==> config.mk <==
export PLATFORM = sky130hd
export DESIGN_NAME = quoted_string_parser_core
export DESIGN_NICKNAME = d
export VERILOG_FILES = /design/src/design/qsp_pkg.sv /design/src/design/quoted_string_parser_core.sv /design/src/design/qsp_step.sv /design/src/design/qsp_out_buf.sv
export SDC_FILE = /design/constraint.sdc
export NUM_CORES = 1
export LEC_CHECK = 0
export ABC_CLOCK_PERIOD_IN_PS = 2880
export BUFFER_PORTS_ARGS = -buffer_cell sky130_fd_sc_hd__buf_4
export CAP_MARGIN = 20
export CORE_MARGIN = 2
export CORE_UTILIZATION = 52
export CTS_CLUSTER_SIZE = 40
export DETAILED_ROUTE_END_ITERATION = 8
export GPL_TIMING_DRIVEN = 1
export PLACE_DENSITY = 0.8
export SETUP_SLACK_MARGIN = 0.1
export SLEW_MARGIN = 20
export SYNTH_ARGS = -nofsm -noshare
export SYNTH_HDL_FRONTEND = slang
export SYNTH_HIERARCHICAL = 1
export SYNTH_SLANG_ARGS = --single-unit
==> constraint.sdc <==
create_clock -name i_clk -period 2.88 [get_ports i_clk]
set_input_delay 0.432 -clock i_clk [delete_from_list [all_inputs] [get_ports i_clk]]
set_output_delay 0.432 -clock i_clk [all_outputs]
set_load 0.03 [all_outputs]
==> src/design/qsp_pkg.sv <==
// Shared types and constants for the quoted string parser.
// Used by qsp_step, qsp_out_buf and quoted_string_parser_core; no dependencies.
package qsp_pkg;

    localparam logic [7:0] BACKSLASH = 8'h5C;
    localparam logic [7:0] CHAR_R    = 8'h72;
    localparam logic [7:0] CHAR_N    = 8'h6E;
    localparam logic [7:0] CHAR_T    = 8'h74;
    localparam logic [7:0] CHAR_CR   = 8'h0D;
    localparam logic [7:0] CHAR_LF   = 8'h0A;
    localparam logic [7:0] CHAR_TAB  = 8'h09;

    typedef enum logic [1:0] {
        ERR_NONE        = 2'd0,
        ERR_NO_CLOSE    = 2'd1,
        ERR_END_ESCAPE  = 2'd2,
        ERR_UNUSED      = 2'd3
    } t_err;

    typedef enum logic [1:0] {
        CFG_ESCAPES = 2'd0,
        CFG_TWIN    = 2'd1,
        CFG_EMIT    = 2'd2,
        CFG_NONE    = 2'd3
    } t_cfg_idx;

    typedef enum logic [3:0] {
        PH_IDLE       = 4'b0001,
        PH_BODY       = 4'b0010,
        PH_ESCAPE     = 4'b0100,
        PH_QUOTE_SEEN = 4'b1000
    } t_phase;

    typedef struct packed {
        logic [7:0] in_byte;
        logic       stream_ended;
    } t_in_item;

    typedef struct packed {
        logic [7:0] out_byte;
        logic       out_byte_valid;
        logic       string_done;
        logic       byte_not_consumed;
        logic [1:0] error_code;
    } t_out_item;

    typedef struct packed {
        logic escapes_enabled;
        logic twin_quotes_enabled;
        logic emit_quote_marks;
    } t_cfg;

    typedef struct packed {
        logic      has_result;
        logic      latch_quote;
        t_phase    next_phase;
        t_out_item item;
    } t_step_res;

endpackage

==> src/design/quoted_string_parser_core.sv <==
// Top level of the quoted string parser: config registers, phase state, result buffer.
// Depends on qsp_pkg, qsp_step and qsp_out_buf.
//
//  channel | direction | handshake                  | payload
//  --------+-----------+----------------------------+--------------------------------
//  in      | input     | i_in_valid / o_in_ready    | i_in_data  (t_in_item)
//  out     | output    | o_out_valid / i_out_ready  | o_out_data (t_out_item)
//  cfg     | input     | i_cfg_valid / o_cfg_ready  | i_cfg_index, i_cfg_data
//
//  One input beat per cycle while o_in_ready is high; its result beat, if any, is
//  registered into the buffer. The phase and quote byte updates are the only loops
//  from byte to byte. A two-beat head/skid buffer takes results, so input keeps
//  flowing while one result waits; input ready drops only when both slots are full.
//  Reset (synchronous, active low) returns the phase to idle, clears the quote
//  byte and loads escapes on, twin quotes off, quote marks off. cfg is always ready.
module quoted_string_parser_core (
    input  logic               i_clk,
    input  logic               i_rst_n,
    input  logic               i_in_valid,
    output logic               o_in_ready,
    input  qsp_pkg::t_in_item  i_in_data,
    output logic               o_out_valid,
    input  logic               i_out_ready,
    output qsp_pkg::t_out_item o_out_data,
    input  logic               i_cfg_valid,
    output logic               o_cfg_ready,
    input  logic [1:0]         i_cfg_index,
    input  logic               i_cfg_data
);
    import qsp_pkg::*;

    t_cfg       r_cfg;
    t_phase     r_phase;
    logic [7:0] r_quote;
    t_step_res  step;
    logic       in_accept;
    logic       push;
    logic       push_ready;

    assign o_cfg_ready = 1'b1;
    assign o_in_ready  = push_ready;
    assign in_accept   = i_in_valid && push_ready;
    assign push        = in_accept && step.has_result;

    qsp_step u_step (
        .i_phase      (r_phase),
        .i_quote_char (r_quote),
        .i_cfg        (r_cfg),
        .i_item       (i_in_data),
        .o_res        (step)
    );

    qsp_out_buf u_out_buf (
        .i_clk        (i_clk),
        .i_rst_n      (i_rst_n),
        .i_push       (push),
        .i_push_data  (step.item),
        .o_push_ready (push_ready),
        .o_valid      (o_out_valid),
        .i_ready      (i_out_ready),
        .o_data       (o_out_data)
    );

    // Config writes: index beyond the list is dropped.
    always_ff @(posedge i_clk) begin
        if (!i_rst_n) begin
            r_cfg.escapes_enabled     <= 1'b1;
            r_cfg.twin_quotes_enabled <= 1'b0;
            r_cfg.emit_quote_marks    <= 1'b0;
        end else if (i_cfg_valid) begin
            case (t_cfg_idx'(i_cfg_index))
                CFG_ESCAPES: r_cfg.escapes_enabled     <= i_cfg_data;
                CFG_TWIN:    r_cfg.twin_quotes_enabled <= i_cfg_data;
                CFG_EMIT:    r_cfg.emit_quote_marks    <= i_cfg_data;
                default:     ;
            endcase
        end
    end

    // Advance phase on each accepted beat; latch the quote byte on an opening quote.
    always_ff @(posedge i_clk) begin
        if (!i_rst_n) begin
            r_phase <= PH_IDLE;
            r_quote <= 8'h00;
        end else if (in_accept) begin
            r_phase <= step.next_phase;
            if (step.latch_quote) begin
                r_quote <= i_in_data.in_byte;
            end
        end
    end

    a_err_is_done: assert property (@(posedge i_clk) disable iff (!i_rst_n)
        (o_out_valid && o_out_data.error_code != ERR_NONE) |->
            (o_out_data.string_done && !o_out_data.out_byte_valid))
        else $error("error beat without string end");

    a_idle_after_done: assert property (@(posedge i_clk) disable iff (!i_rst_n)
        (push && step.item.string_done) |=> (r_phase == PH_IDLE))
        else $error("phase not idle after string end");

    a_quote_latched: assert property (@(posedge i_clk) disable iff (!i_rst_n)
        (in_accept && r_phase == PH_IDLE && !i_in_data.stream_ended) |=>
            (r_quote == $past(i_in_data.in_byte) && r_phase == PH_BODY))
        else $error("opening quote not latched");

endmodule

==> src/design/qsp_step.sv <==
// Per-byte phase logic of the quoted string parser: next phase and result.
// Depends on qsp_pkg.
module qsp_step (
    input  qsp_pkg::t_phase    i_phase,
    input  logic [7:0]         i_quote_char,
    input  qsp_pkg::t_cfg      i_cfg,
    input  qsp_pkg::t_in_item  i_item,
    output qsp_pkg::t_step_res o_res
);
    import qsp_pkg::*;

    function automatic logic [7:0] unescape(input logic [7:0] c);
        logic [7:0] r;
        case (c)
            CHAR_R:  r = CHAR_CR;
            CHAR_N:  r = CHAR_LF;
            CHAR_T:  r = CHAR_TAB;
            default: r = c;
        endcase
        return r;
    endfunction

    logic       is_quote;
    logic       ended;
    logic [7:0] b;

    assign b        = i_item.in_byte;
    assign ended    = i_item.stream_ended;
    assign is_quote = (b == i_quote_char);

    always_comb begin
        o_res = '0;
        o_res.next_phase = i_phase;
        o_res.item.error_code = ERR_NONE;
        case (i_phase)
            PH_IDLE: begin
                if (!ended) begin
                    o_res.latch_quote = 1'b1;
                    o_res.next_phase  = PH_BODY;
                    if (i_cfg.emit_quote_marks) begin
                        o_res.has_result          = 1'b1;
                        o_res.item.out_byte       = b;
                        o_res.item.out_byte_valid = 1'b1;
                    end
                end
            end
            PH_BODY: begin
                if (ended) begin
                    o_res.next_phase       = PH_IDLE;
                    o_res.has_result       = 1'b1;
                    o_res.item.string_done = 1'b1;
                    o_res.item.error_code  = ERR_NO_CLOSE;
                end else if (is_quote) begin
                    if (i_cfg.twin_quotes_enabled) begin
                        o_res.next_phase = PH_QUOTE_SEEN;
                    end else begin
                        o_res.next_phase          = PH_IDLE;
                        o_res.has_result          = 1'b1;
                        o_res.item.string_done    = 1'b1;
                        o_res.item.out_byte_valid = i_cfg.emit_quote_marks;
                        o_res.item.out_byte       = i_cfg.emit_quote_marks ? i_quote_char : 8'h00;
                    end
                end else if (b == BACKSLASH && i_cfg.escapes_enabled) begin
                    o_res.next_phase = PH_ESCAPE;
                end else begin
                    o_res.has_result          = 1'b1;
                    o_res.item.out_byte       = b;
                    o_res.item.out_byte_valid = 1'b1;
                end
            end
            PH_ESCAPE: begin
                if (ended) begin
                    o_res.next_phase       = PH_IDLE;
                    o_res.has_result       = 1'b1;
                    o_res.item.string_done = 1'b1;
                    o_res.item.error_code  = ERR_END_ESCAPE;
                end else begin
                    o_res.next_phase          = PH_BODY;
                    o_res.has_result          = 1'b1;
                    o_res.item.out_byte       = unescape(b);
                    o_res.item.out_byte_valid = 1'b1;
                end
            end
            PH_QUOTE_SEEN: begin
                o_res.has_result = 1'b1;
                if (!ended && is_quote) begin
                    o_res.next_phase          = PH_BODY;
                    o_res.item.out_byte       = i_quote_char;
                    o_res.item.out_byte_valid = 1'b1;
                end else begin
                    // close; a real byte here belongs to whatever follows the string
                    o_res.next_phase             = PH_IDLE;
                    o_res.item.string_done       = 1'b1;
                    o_res.item.byte_not_consumed = !ended;
                    o_res.item.out_byte_valid    = i_cfg.emit_quote_marks;
                    o_res.item.out_byte = i_cfg.emit_quote_marks ? i_quote_char : 8'h00;
                end
            end
            default: begin
                o_res.next_phase = PH_IDLE;
            end
        endcase
    end

endmodule

==> src/design/qsp_out_buf.sv <==
// Two-beat result buffer: head register plus skid register.
// Depends on qsp_pkg.
module qsp_out_buf (
    input  logic               i_clk,
    input  logic               i_rst_n,
    input  logic               i_push,
    input  qsp_pkg::t_out_item i_push_data,
    output logic               o_push_ready,
    output logic               o_valid,
    input  logic               i_ready,
    output qsp_pkg::t_out_item o_data
);
    import qsp_pkg::*;

    logic      r_head_valid, n_head_valid;
    logic      r_skid_valid, n_skid_valid;
    t_out_item r_head, n_head;
    t_out_item r_skid, n_skid;
    logic      pop;

    assign pop          = r_head_valid && i_ready;
    assign o_valid      = r_head_valid;
    assign o_data       = r_head;
    assign o_push_ready = !r_skid_valid;

    always_comb begin
        n_head_valid = r_head_valid;
        n_skid_valid = r_skid_valid;
        n_head       = r_head;
        n_skid       = r_skid;
        if (pop) begin
            if (r_skid_valid) begin
                n_head       = r_skid;
                n_skid_valid = i_push;
                n_skid       = i_push_data;
            end else begin
                n_head_valid = i_push;
                n_head       = i_push_data;
            end
        end else if (i_push) begin
            if (!r_head_valid) begin
                n_head_valid = 1'b1;
                n_head       = i_push_data;
            end else begin
                n_skid_valid = 1'b1;
                n_skid       = i_push_data;
            end
        end
    end

    always_ff @(posedge i_clk) begin
        if (!i_rst_n) begin
            r_head_valid <= 1'b0;
            r_skid_valid <= 1'b0;
        end else begin
            r_head_valid <= n_head_valid;
            r_skid_valid <= n_skid_valid;
        end
        r_head <= n_head;
        r_skid <= n_skid;
    end

    a_skid_needs_head: assert property (@(posedge i_clk) disable iff (!i_rst_n)
        r_skid_valid |-> r_head_valid)
        else $error("skid holds a beat while head is empty");

    a_no_push_full: assert property (@(posedge i_clk) disable iff (!i_rst_n)
        (r_skid_valid && !pop) |-> !i_push)
        else $error("push into a full buffer");

    a_skid_moves_up: assert property (@(posedge i_clk) disable iff (!i_rst_n)
        (pop && r_skid_valid) |=> (r_head_valid && r_head == $past(r_skid)))
        else $error("skid beat lost on pop");

endmodule
==> flow_summary.ini, run 1 <==
[clock_tree]
cts.reportedPaths.clkPinSlew_ps = 80
cts_buffer_depth = 2
ctsResizeCount = 0
post_cts_buffers = 0
cts_sinks = 43
hold_buffers = 0
clkLatencyLatePin_ps = 300
cts_tree = yes
cts_made_buffers = 5
root_buffer = clkbuf_8
h-tree-depth = 2

[die]
start_util_pct = 53.2
die_area_mm2 = 0.00530
fp.dieW_um = 72.8
die_y_um = 72.8
num_rows = 25
core_mm2 = 0.00463
io_pins = 33

[synth]
synth_adder_area_share_pct = 0
synth_most_common_cell = edfxtp_1
ys.flop_type = edfxtp_1
synth_top_area_share_pct = 31.7
synth_top_family_by_area = simple AND/OR/NAND/NOR gates
yosysWarnings = 6
synthTopCellsByArea = edfxtp_1 32%, dfxtp_1 14%, mux2_4 6.1%, mux2i_1 4.9%, nand2_1 3.7%
ys_ff_latch = 43
syn_area_per_cell_um2 = 11.3
synth_mux_area_share_pct = 13.3
seq_area_frac_synth_pct = 45.5
synth_simple_gate_area_share_pct = 21.7
syn_inst = 217
syn_area_mm2 = 0.00246
synth-xor-area-share_pct = 3.20
syn-num-nets = 234
yosys.area.top_type = edfxtp_1
ys_types = 55
synth_compound_area_share_pct = 12.8
synthArstFlopShare_pct = 0
synth_edf_count = 26
synth_common_cells = 26 x edfxtp_1, 24 x nand2_1, 17 x dfxtp_1

[placement]
post_dp_cell_area_mm2 = 0.00272
port_buffers = 31
place_congestion = 0.873
place_ws_ps = 306
hpwl_um = 3310

[timing]
worst_slack_ps = 502
slew_violations = 0
slew_headroom_pct = 62.8
holdWs_ps = 421
period_needed_ps = 2380
tns_ps = 0
report.final.hold_viol_count = 0
rsz0062_at_grt = false
post-route-period-util_pct = 82.6
finalClockSkew_ps = 4.67
worst_pin_slew_ps = 558
setup_violations = 0
max_freq_mhz = 420

[detailed_routing]
finalWirelength_um = 4450
dr.pass1.iters = 4
drcViolationCount = 0
ant_nets = 0
vias = 1769
drt-initial-drc-count = 63
wl_per_cell_um = 14.7
viasPerCell = 5.84

[grt]
antenna_found_initial = 0
grt_use_total_pct = 18.0
grt_pass1_vias = 1555
grt_max_degree = 27
grt_overflow = 0
grt_pass1_wl_um = 7360

[critical_path]
path_class = flop to flop
crit_path_end_kind = flop
worstPathArrival_ps = 2380
required_ps = 2880
cp-start-kind = flop
crit_fanout = 13

[final_layout]
antenna_cells = 0
final_layout_size_suffix_gt1_share_pct = 29.7
final_cell_area_mm2 = 0.00281
fin_nets = 265
fin_util_pct = 60.6
synthToLayoutAreaGrowth_pct = 13.9
nFillCells = 404

[status]
outcome = finished, final reports clean

[power]
vdd.ir_drop.worst_mv = 0.192
leakagePower_nw = 1.11
cellPowerDensity_mw_per_mm2 = 417

[run]
maxCapViolations = 0

[hold_path]
min_path_type = input pin to flop
-- power breakdown --
group	internal (mW)	total (mW)	leakage (nW)	switching, mW
logic	0.0591	0.122	0.681	0.0633
registers	0.659	0.675	0.388	0.0155
clock network	0.169	0.373	0.0412	0.203
-- per-stage QoR --
step	std cells	power, mW
3_3_place_gp	295	0.808
5_1_grt	303	1.23
4_1_cts	303	1.18
6_report	303	1.17
2_1_floorplan	217	0.768
3_5_place_dp	295	0.810
-- worst max-delay path: stages (launching register included) --
cell     delay [ps]
dfxtp_1         400
xnor2_1         150
nand4_1         150
or2_1           330
mux2_2          300
a21oi_1         120
and3_2          240
mux2i_1          90
nor2b_2         110
buf_4           210
-- final timing paths --
path | startpoint | to | slack (ps) | cells after the start
worst max-delay path | r_quote[3] | u_out_buf/r_skid[4] | 500 | 9
worst min-delay path | i_cfg_data | r_cfg[1] | 420 | 3
worst max register to register | r_quote[3] | u_out_buf/r_skid[4] | 500 | 9
worst min register to register | r_quote[6] | r_quote[6] | 500 | 2
-- kinds of logic (layout without fill, tap and decap cells) --
logic type	after synthesis	after routing
and+or+nand+nor	85	85
DFF	43	43
AOI/OAI and AO/OA	38	38
muxes	27	27
buffers and inverters	14	46
xor gates and xnor gates	9	9
other	1	1
-- cell type report --
class	instances	area (um^2)	area share, %
Multi-Input combinational cell	160	1260	45.0
Inverter	4	15.0	0.535
Tap cell	54	67.6	2.41
Clock inverter	2	12.5	0.446
Clock buffer	6	72.6	2.59
Sequential cell	43	1120	40.0
Timing Repair Buffer	34	255	9.10
-- state kept, by name (all words and copies together), names as in the netlist --
signal                  flops
r_cfg                       3
u_out_buf/o_valid           1
r_phase                     4
u_out_buf/o_data           13
u_out_buf/r_skid           13
u_out_buf/r_skid_valid      1
r_quote                     8
-- cell usage in the layout (no fill, tap or decap), drive strengths merged, types with 6 or more instances in the layout --
| master | instances |
|---|---|
| nor2 | 13 |
| edfxtp | 26 |
| buf | 34 |
| mux2 | 15 |
| dfxtp | 17 |
| and3 | 8 |
| xnor2 | 8 |
| a22o | 6 |
| nand2 | 24 |
| a21oi | 6 |
| mux2i | 12 |
| clkbuf | 6 |
-- per-layer routing --
metal,part of all wire [%],track usage [%]
met3,4.8,4.70
met4,1.4,7.41
met1,46,23.7
met2,48,28.3
met5,0,0
Note: power is estimated with default switching activity, not from simulation.
==> run 2, diff against run 1 <==
--- a/config.mk
+++ b/config.mk
@@ -5,7 +5,8 @@
 export SDC_FILE = /design/constraint.sdc
 export NUM_CORES = 1
 export LEC_CHECK = 0
-export ABC_CLOCK_PERIOD_IN_PS = 2880
+export ABC_AREA = 1
+export ABC_CLOCK_PERIOD_IN_PS = 2000
 export BUFFER_PORTS_ARGS = -buffer_cell sky130_fd_sc_hd__buf_4
 export CAP_MARGIN = 20
 export CORE_MARGIN = 2
==> constraint.sdc (replaced) <==
create_clock -name i_clk -period 2 [get_ports i_clk]
set_input_delay 0.3 -clock i_clk [delete_from_list [all_inputs] [get_ports i_clk]]
set_output_delay 0.3 -clock i_clk [all_outputs]
set_load 0.03 [all_outputs]
==> run 2 against run 1 <==
Register-to-register slack got worse by 410 ps. Final cell count grew 61%. Core utilization increased by 12 points. Wire length up 38%. Non-clock buffer count grew 44. Setup slack got worse by 410 ps. Clock power increased by 50%. Sequential share of layout area shrank 6.6 points. Largest power group unchanged.
==> flow_summary.ini, run 2 <==
[clock_tree]
cts_tree = yes
h-tree-depth = 2
cts_made_buffers = 5
clkLatencyLatePin_ps = 300
root_buffer = clkbuf_8
cts_sinks = 43
hold_buffers = 0
cts_buffer_depth = 2
cts.reportedPaths.clkPinSlew_ps = 90

[placement]
place_ws_ps = -25.2
port_buffers = 31
place_congestion = 0.929
hpwl_um = 4010

[timing]
report.final.hold_viol_count = 0
max_freq_mhz = 523
rsz0062_at_grt = true
slew_violations = 0
period_needed_ps = 1910
post-route-period-util_pct = 95.7
worst_slack_ps = 87.0
finalClockSkew_ps = 5.97
setup_violations = 0

[synth]
ys_ff_latch = 43
synthTopCellsByArea = edfxtp_1 31%, nand2_1 16%, dfxtp_1 13%, nor2_1 6.7%, inv_1 5.5%
ys_types = 29
synth_top_area_share_pct = 30.8
synth_edf_count = 26
seq_area_frac_synth_pct = 44.2
yosys.area.top_type = edfxtp_1
synthArstFlopShare_pct = 0
syn-num-nets = 357
synth_common_cells = 110 x nand2_1, 45 x nor2_1, 37 x inv_1
yosysWarnings = 6
ys.flop_type = edfxtp_1
synth_most_common_cell = nand2_1
syn_area_per_cell_um2 = 7.47
syn_area_mm2 = 0.00254
syn_inst = 340

[final_layout]
final_cell_mix = 99 x nand2_1, 76 x buf_4, 43 x nor2_1
final_layout_size_suffix_gt1_share_pct = 37.4
antenna_cells = 0
final_common_cell = nand2_1
nFillCells = 336
synthToLayoutAreaGrowth_pct = 34.3
fin_util_pct = 72.2
fin_nets = 438

[detailed_routing]
drt-initial-drc-count = 147
vias = 2499
finalWirelength_um = 6130
viasPerCell = 5.11
ant_nets = 0
wl_per_cell_um = 12.5
dr.pass1.iters = 5
drcViolationCount = 0

[power]
vdd.ir_drop.worst_mv = 0.439
leakagePower_nw = 1.71
cellPowerDensity_mw_per_mm2 = 580

[die]
die_y_um = 73.9
core_mm2 = 0.00472
start_util_pct = 53.7
die_area_mm2 = 0.00546
num_rows = 25
io_pins = 33
fp.dieW_um = 73.9

[grt]
grt_pass1_vias = 2171
antenna_found_initial = 0
grt_use_total_pct = 22.7
grt_pass1_wl_um = 9520
grt_max_degree = 18
grt_overflow = 0

[critical_path]
crit_fanout = 7
path_class = flop to flop
crit_path_end_kind = flop
worstPathArrival_ps = 1940
cp-start-kind = flop
required_ps = 2020

[status]
outcome = finished, final reports clean

[hold_path]
min_path_type = input pin to flop

[run]
maxCapViolations = 0
==> run 2: cell types whose count changed after synthesis, moves of 6 or more <==
| cell | delta |
|---|---|
| nand3_1 | +24 |
| inv_1 | +34 |
| a22o_1 | -6 |
| o21ai_0 | +14 |
| inv_2 | +6 |
| nand2_1 | +86 |
| nand2_2 | +9 |
| mux2i_1 | -12 |
| mux2_4 | -10 |
| nor2_1 | +35 |
==> run 2: per-layer routing <==
layer	vias up	wire (um)	GRT usage, %
li1	1251	-	-
met1	1124	2490	28.4
met2	105	3030	38.0
met3	19	412	4.80
met4	0	204	9.09
met5	-	0	0
==> run 2: cell type report <==
class                      count  area (um^2)  share of cell area, %
timing repair buffer          78          618                   18.1
tap                           67         83.8                   2.46
clock inverter                 3         23.8                  0.697
clock buffer                   5         68.8                   2.02
timing repair inverter         1         6.26                  0.183
sequential                    43         1140                   33.4
inverter                      44          170                   4.99
multi-input combinational    248         1300                   38.2
==> run 2: report_power, final <==
part | internal [mW] | switching, mW
clock network | 0.249 | 0.312
registers | 0.972 | 0.0266
logic | 0.188 | 0.229
==> run 2: what timing repair did <==
action | 4_1_cts | 5_1_grt
pin swaps | 8 | 11
buffers inserted | 21 | 3
setup endpoints to repair | 26 | 41
gates resized for setup | 23 | 21
gates cloned | 1 | 2
==> run 2: per-stage QoR <==
stage | power [mW] | TNS [ps] | hold WS, ps | instances | instance area (um^2)
after global routing | 2.06 | -6.64 | 256 | 489 | 3410
final | 1.98 | 0 | 248 | 489 | 3410
after global placement | 1.32 | 0 | 454 | 455 | 3010
after floorplan | 1.21 | 0 | 413 | 340 | 2560
after detailed placement | 1.33 | -626 | 460 | 455 | 3010
after CTS | 1.96 | 0 | 239 | 485 | 3350
==> run 2: critical path, cell delays in order (launching register included) <==
cell and delay, ps:
dfxtp_4 370, xnor2_2 140, nand2_2 130, nor2_8 110, nand2_4 50, o21ai_2 110
nand2_2 80, nand3_2 70, inv_2 50, nor2_4 80, inv_2 60, o21ai_4 230
buf_12 160
==> run 2: logic make-up after synthesis <==
family	Yosys count	share of synthesized area (%)
and+or+nand+nor	215	40.2
buffers and inverters	50	8.62
DFF	43	44.2
AOI/OAI and AO/OA	28	5.82
xor gates and xnor gates	3	1.04
other	1	0.148
==> run 2: path summary, 6_finish.rpt <==
kind / end / slack (ps) / startpoint / cells after the start
max: u_out_buf/o_data[4] / 90 / r_quote[2] / 12
min: r_cfg[1] / 250 / i_cfg_data / 3
max reg2reg: u_out_buf/o_data[4] / 90 / r_quote[2] / 12
min reg2reg: u_out_buf/r_skid_valid / 470 / u_out_buf/r_skid_valid / 2
==> run 3, diff against run 2 <==
--- a/config.mk
+++ b/config.mk
@@ -8,16 +8,17 @@
 export ABC_AREA = 1
 export ABC_CLOCK_PERIOD_IN_PS = 2000
 export BUFFER_PORTS_ARGS = -buffer_cell sky130_fd_sc_hd__buf_4
-export CAP_MARGIN = 20
 export CORE_MARGIN = 2
 export CORE_UTILIZATION = 52
 export CTS_CLUSTER_SIZE = 40
 export DETAILED_ROUTE_END_ITERATION = 8
 export GPL_TIMING_DRIVEN = 1
 export PLACE_DENSITY = 0.8
+export RECOVER_POWER = 100
 export SETUP_SLACK_MARGIN = 0.1
 export SLEW_MARGIN = 20
 export SYNTH_ARGS = -nofsm -noshare
 export SYNTH_HDL_FRONTEND = slang
 export SYNTH_HIERARCHICAL = 1
 export SYNTH_SLANG_ARGS = --single-unit
+export TNS_END_PERCENT = 20
==> run 3 against run 2 <==
Core utilization is 2.5 points lower. Global-route usage fell by 0.22 points. Wire length shrank 5.2%. Critical endpoint is now u_out_buf/r_skid[6].
==> flow_summary.ini, run 3 (synthesis results as in run 2) <==
[power]
power_switching_mw = 0.539
p_clk_share_pct = 32.8
switching_share_pct = 26.4
leakagePower_nw = 1.64
vdd.ir_drop.worst_mv = 0.405
comb_power_share_pct = 18.4
power_frac_seq_pct = 48.7
cellPowerDensity_mw_per_mm2 = 621
internal_power_mw = 1.50

[critical_path]
path_cells = nand2_1 > nand2_2 > nand2_2 > nor2_8 > nand2_4 > o21ai_2 > nand2_2 > nand3_2 > inv_2 > nor2_2 > nand2_1 > nand2_2 > nand2_4 > clkinvlp_4
worstRegToRegCells = 14
crit_fanout = 6
crit_path_end_kind = flop
path_buf_inv = 2
rr_endpoint = u_out_buf/r_skid[6]
path_common_cell = nand2_2
cp-start-kind = flop
worstPathArrival_ps = 1920
crit_family = simple AND/OR/NAND/NOR gates
path_class = flop to flop
cp.depth = 14
cpPeakStageDelay_ps = 370
rr_startpoint = r_quote[7]
required_ps = 2010
cpMaxStageDelayCell = dfxtp_4
rrSetupSlack_ps = 90

[placement]
hpwl_um = 4170
place_ws_ps = -67.6
dp.cells = 460
place_congestion = 0.926
port_buffers = 31

[timing]
worst_slack_ps = 92.0
finalClockSkew_ps = 2.69
post-route-period-util_pct = 95.4
max_freq_mhz = 524
period_needed_ps = 1910
setup_violations = 0
slew_headroom_pct = 50.1
worst_pin_slew_ps = 746
report.final.hold_viol_count = 0
rsz0062_at_grt = true
slew_violations = 0

[grt]
grt_pass1_vias = 2189
antenna_found_initial = 0
grt_use_total_pct = 22.5
grt_overflow = 0
grt_pass1_wl_um = 9400
grt_max_degree = 18

[clock_tree]
cts_sinks = 43
h-tree-depth = 2
cts_tree = yes
clkLatencyLatePin_ps = 290
cts.reportedPaths.clkPinSlew_ps = 80
cts_buffer_depth = 2
root_buffer = clkbuf_8
cts_made_buffers = 5

[final_layout]
instances_no_fill = 484
synthToLayoutAreaGrowth_pct = 29.6
final_common_cell = nand2_1
final_layout_size_suffix_gt1_share_pct = 31.2
final_cell_mix = 99 x nand2_1, 58 x buf_4, 45 x nor2_1
antenna_cells = 0
fin_nets = 433

[die]
io_pins = 33
die_y_um = 73.9
die_area_mm2 = 0.00546
start_util_pct = 53.7
core_mm2 = 0.00472
fp.dieW_um = 73.9
num_rows = 25

[hold_path]
holdCritStartpoint = i_cfg_data
min_path_type = input pin to flop
min_to = r_cfg[1]
whs_path_depth = 3

[detailed_routing]
ant_nets = 0
vias = 2408
drcViolationCount = 0
finalWirelength_um = 5820
drt-initial-drc-count = 127
viasPerCell = 4.98
dr.pass1.iters = 5
wl_per_cell_um = 12.0

[status]
outcome = finished, final reports clean

[run]
maxCapViolations = 0
==> run 3: cell types whose count changed in the layout (fill, tap and decap cells not counted), moves of 2 or more <==
cell,delta
buf_4,-18
clkbuf_1,+15
dfxtp_2,-4
dfxtp_1,+3
o21ai_0,+3
o21ai_1,-3
inv_1,+2
inv_2,-2
nor2_1,+2
nor2_4,-2
==> run 3: worst max path at each step <==
stage	startpoint	to	slack, ps
final	r_quote[7]	u_out_buf/r_skid[6]	90
after global routing	r_phase[0]	u_out_buf/r_skid[4]	-50
after CTS	r_phase[3]	u_out_buf/r_skid[6]	100
after detailed placement	i_in_data[3]	u_out_buf/r_skid[11]	-70
after global placement	i_in_data[7]	u_out_buf/r_skid[11]	-50
after floorplan	r_quote[6]	u_out_buf/o_data[0]	30
==> run 3: metal layers <==
layer / up-vias / GRT usage (%) / share of wire, %
met1: 1092 / 27.1 / 44
li1: 1233 / - / -
met3: 15 / 4.66 / 4.5
met4: 0 / 7.47 / 2.5
met5: - / 0 / 0
met2: 68 / 39.7 / 49
==> run 3: area by class of cell <==
class / count / area [um^2]
clock buffer: 5 / 68.8
clock inverter: 3 / 43.8
fill: 408 / 1430
inverter: 44 / 170
multi-input combinational: 247 / 1270
sequential: 43 / 1140
tap: 67 / 83.8
timing repair buffer: 74 / 512
timing repair inverter: 1 / 7.51
==> run 3: worst reg2reg max path: stages (launching register included) <==
cell,delay [ps]
dfxtp_4,370
nand2_1,90
nand2_2,90
nand2_2,80
nor2_8,130
nand2_4,50
o21ai_2,120
nand2_2,80
nand3_2,60
inv_2,30
nor2_2,90
nand2_1,90
nand2_2,110
nand2_4,80
clkinvlp_4,130
==> run 3: power groups by stage <==
| stage | clock network [mW] | logic (mW) | registers [mW] |
|---|---|---|---|
| finish | 0.671 | 0.376 | 0.996 |
| global route | 0.716 | 0.414 | 1.00 |
| CTS | 0.690 | 0.361 | 0.995 |
| detailed placement | 0 | 0.321 | 1.02 |
| global placement | 0 | 0.314 | 1.01 |
| floorplan | 0 | 0.175 | 1.03 |
==> run 3: what timing repair did <==
item                                   4_1_cts  5_1_grt
setup buffers                               12        3
endpoints found under the hold margin        0        0
setup endpoints to repair                   26       35
resized for setup                           15       19
pin swaps                                    8        4
hold buffers                                 0        0
cloned                                       1        0
==> run 3: metrics by stage <==
stage / utilization (%) / hold WS, ps / total power, mW / cell area [um^2] / TNS, ps
finish: 69.7 / 244 / 2.04 / 3290 / 0
global route: 69.7 / 250 / 2.13 / 3290 / -424
CTS: 69.7 / 234 / 2.05 / 3290 / 0
detailed placement: 64.4 / 460 / 1.34 / 3040 / -1140
global placement: 64.4 / 451 / 1.33 / 3040 / -601
floorplan: - / 413 / 1.21 / 2560 / 0
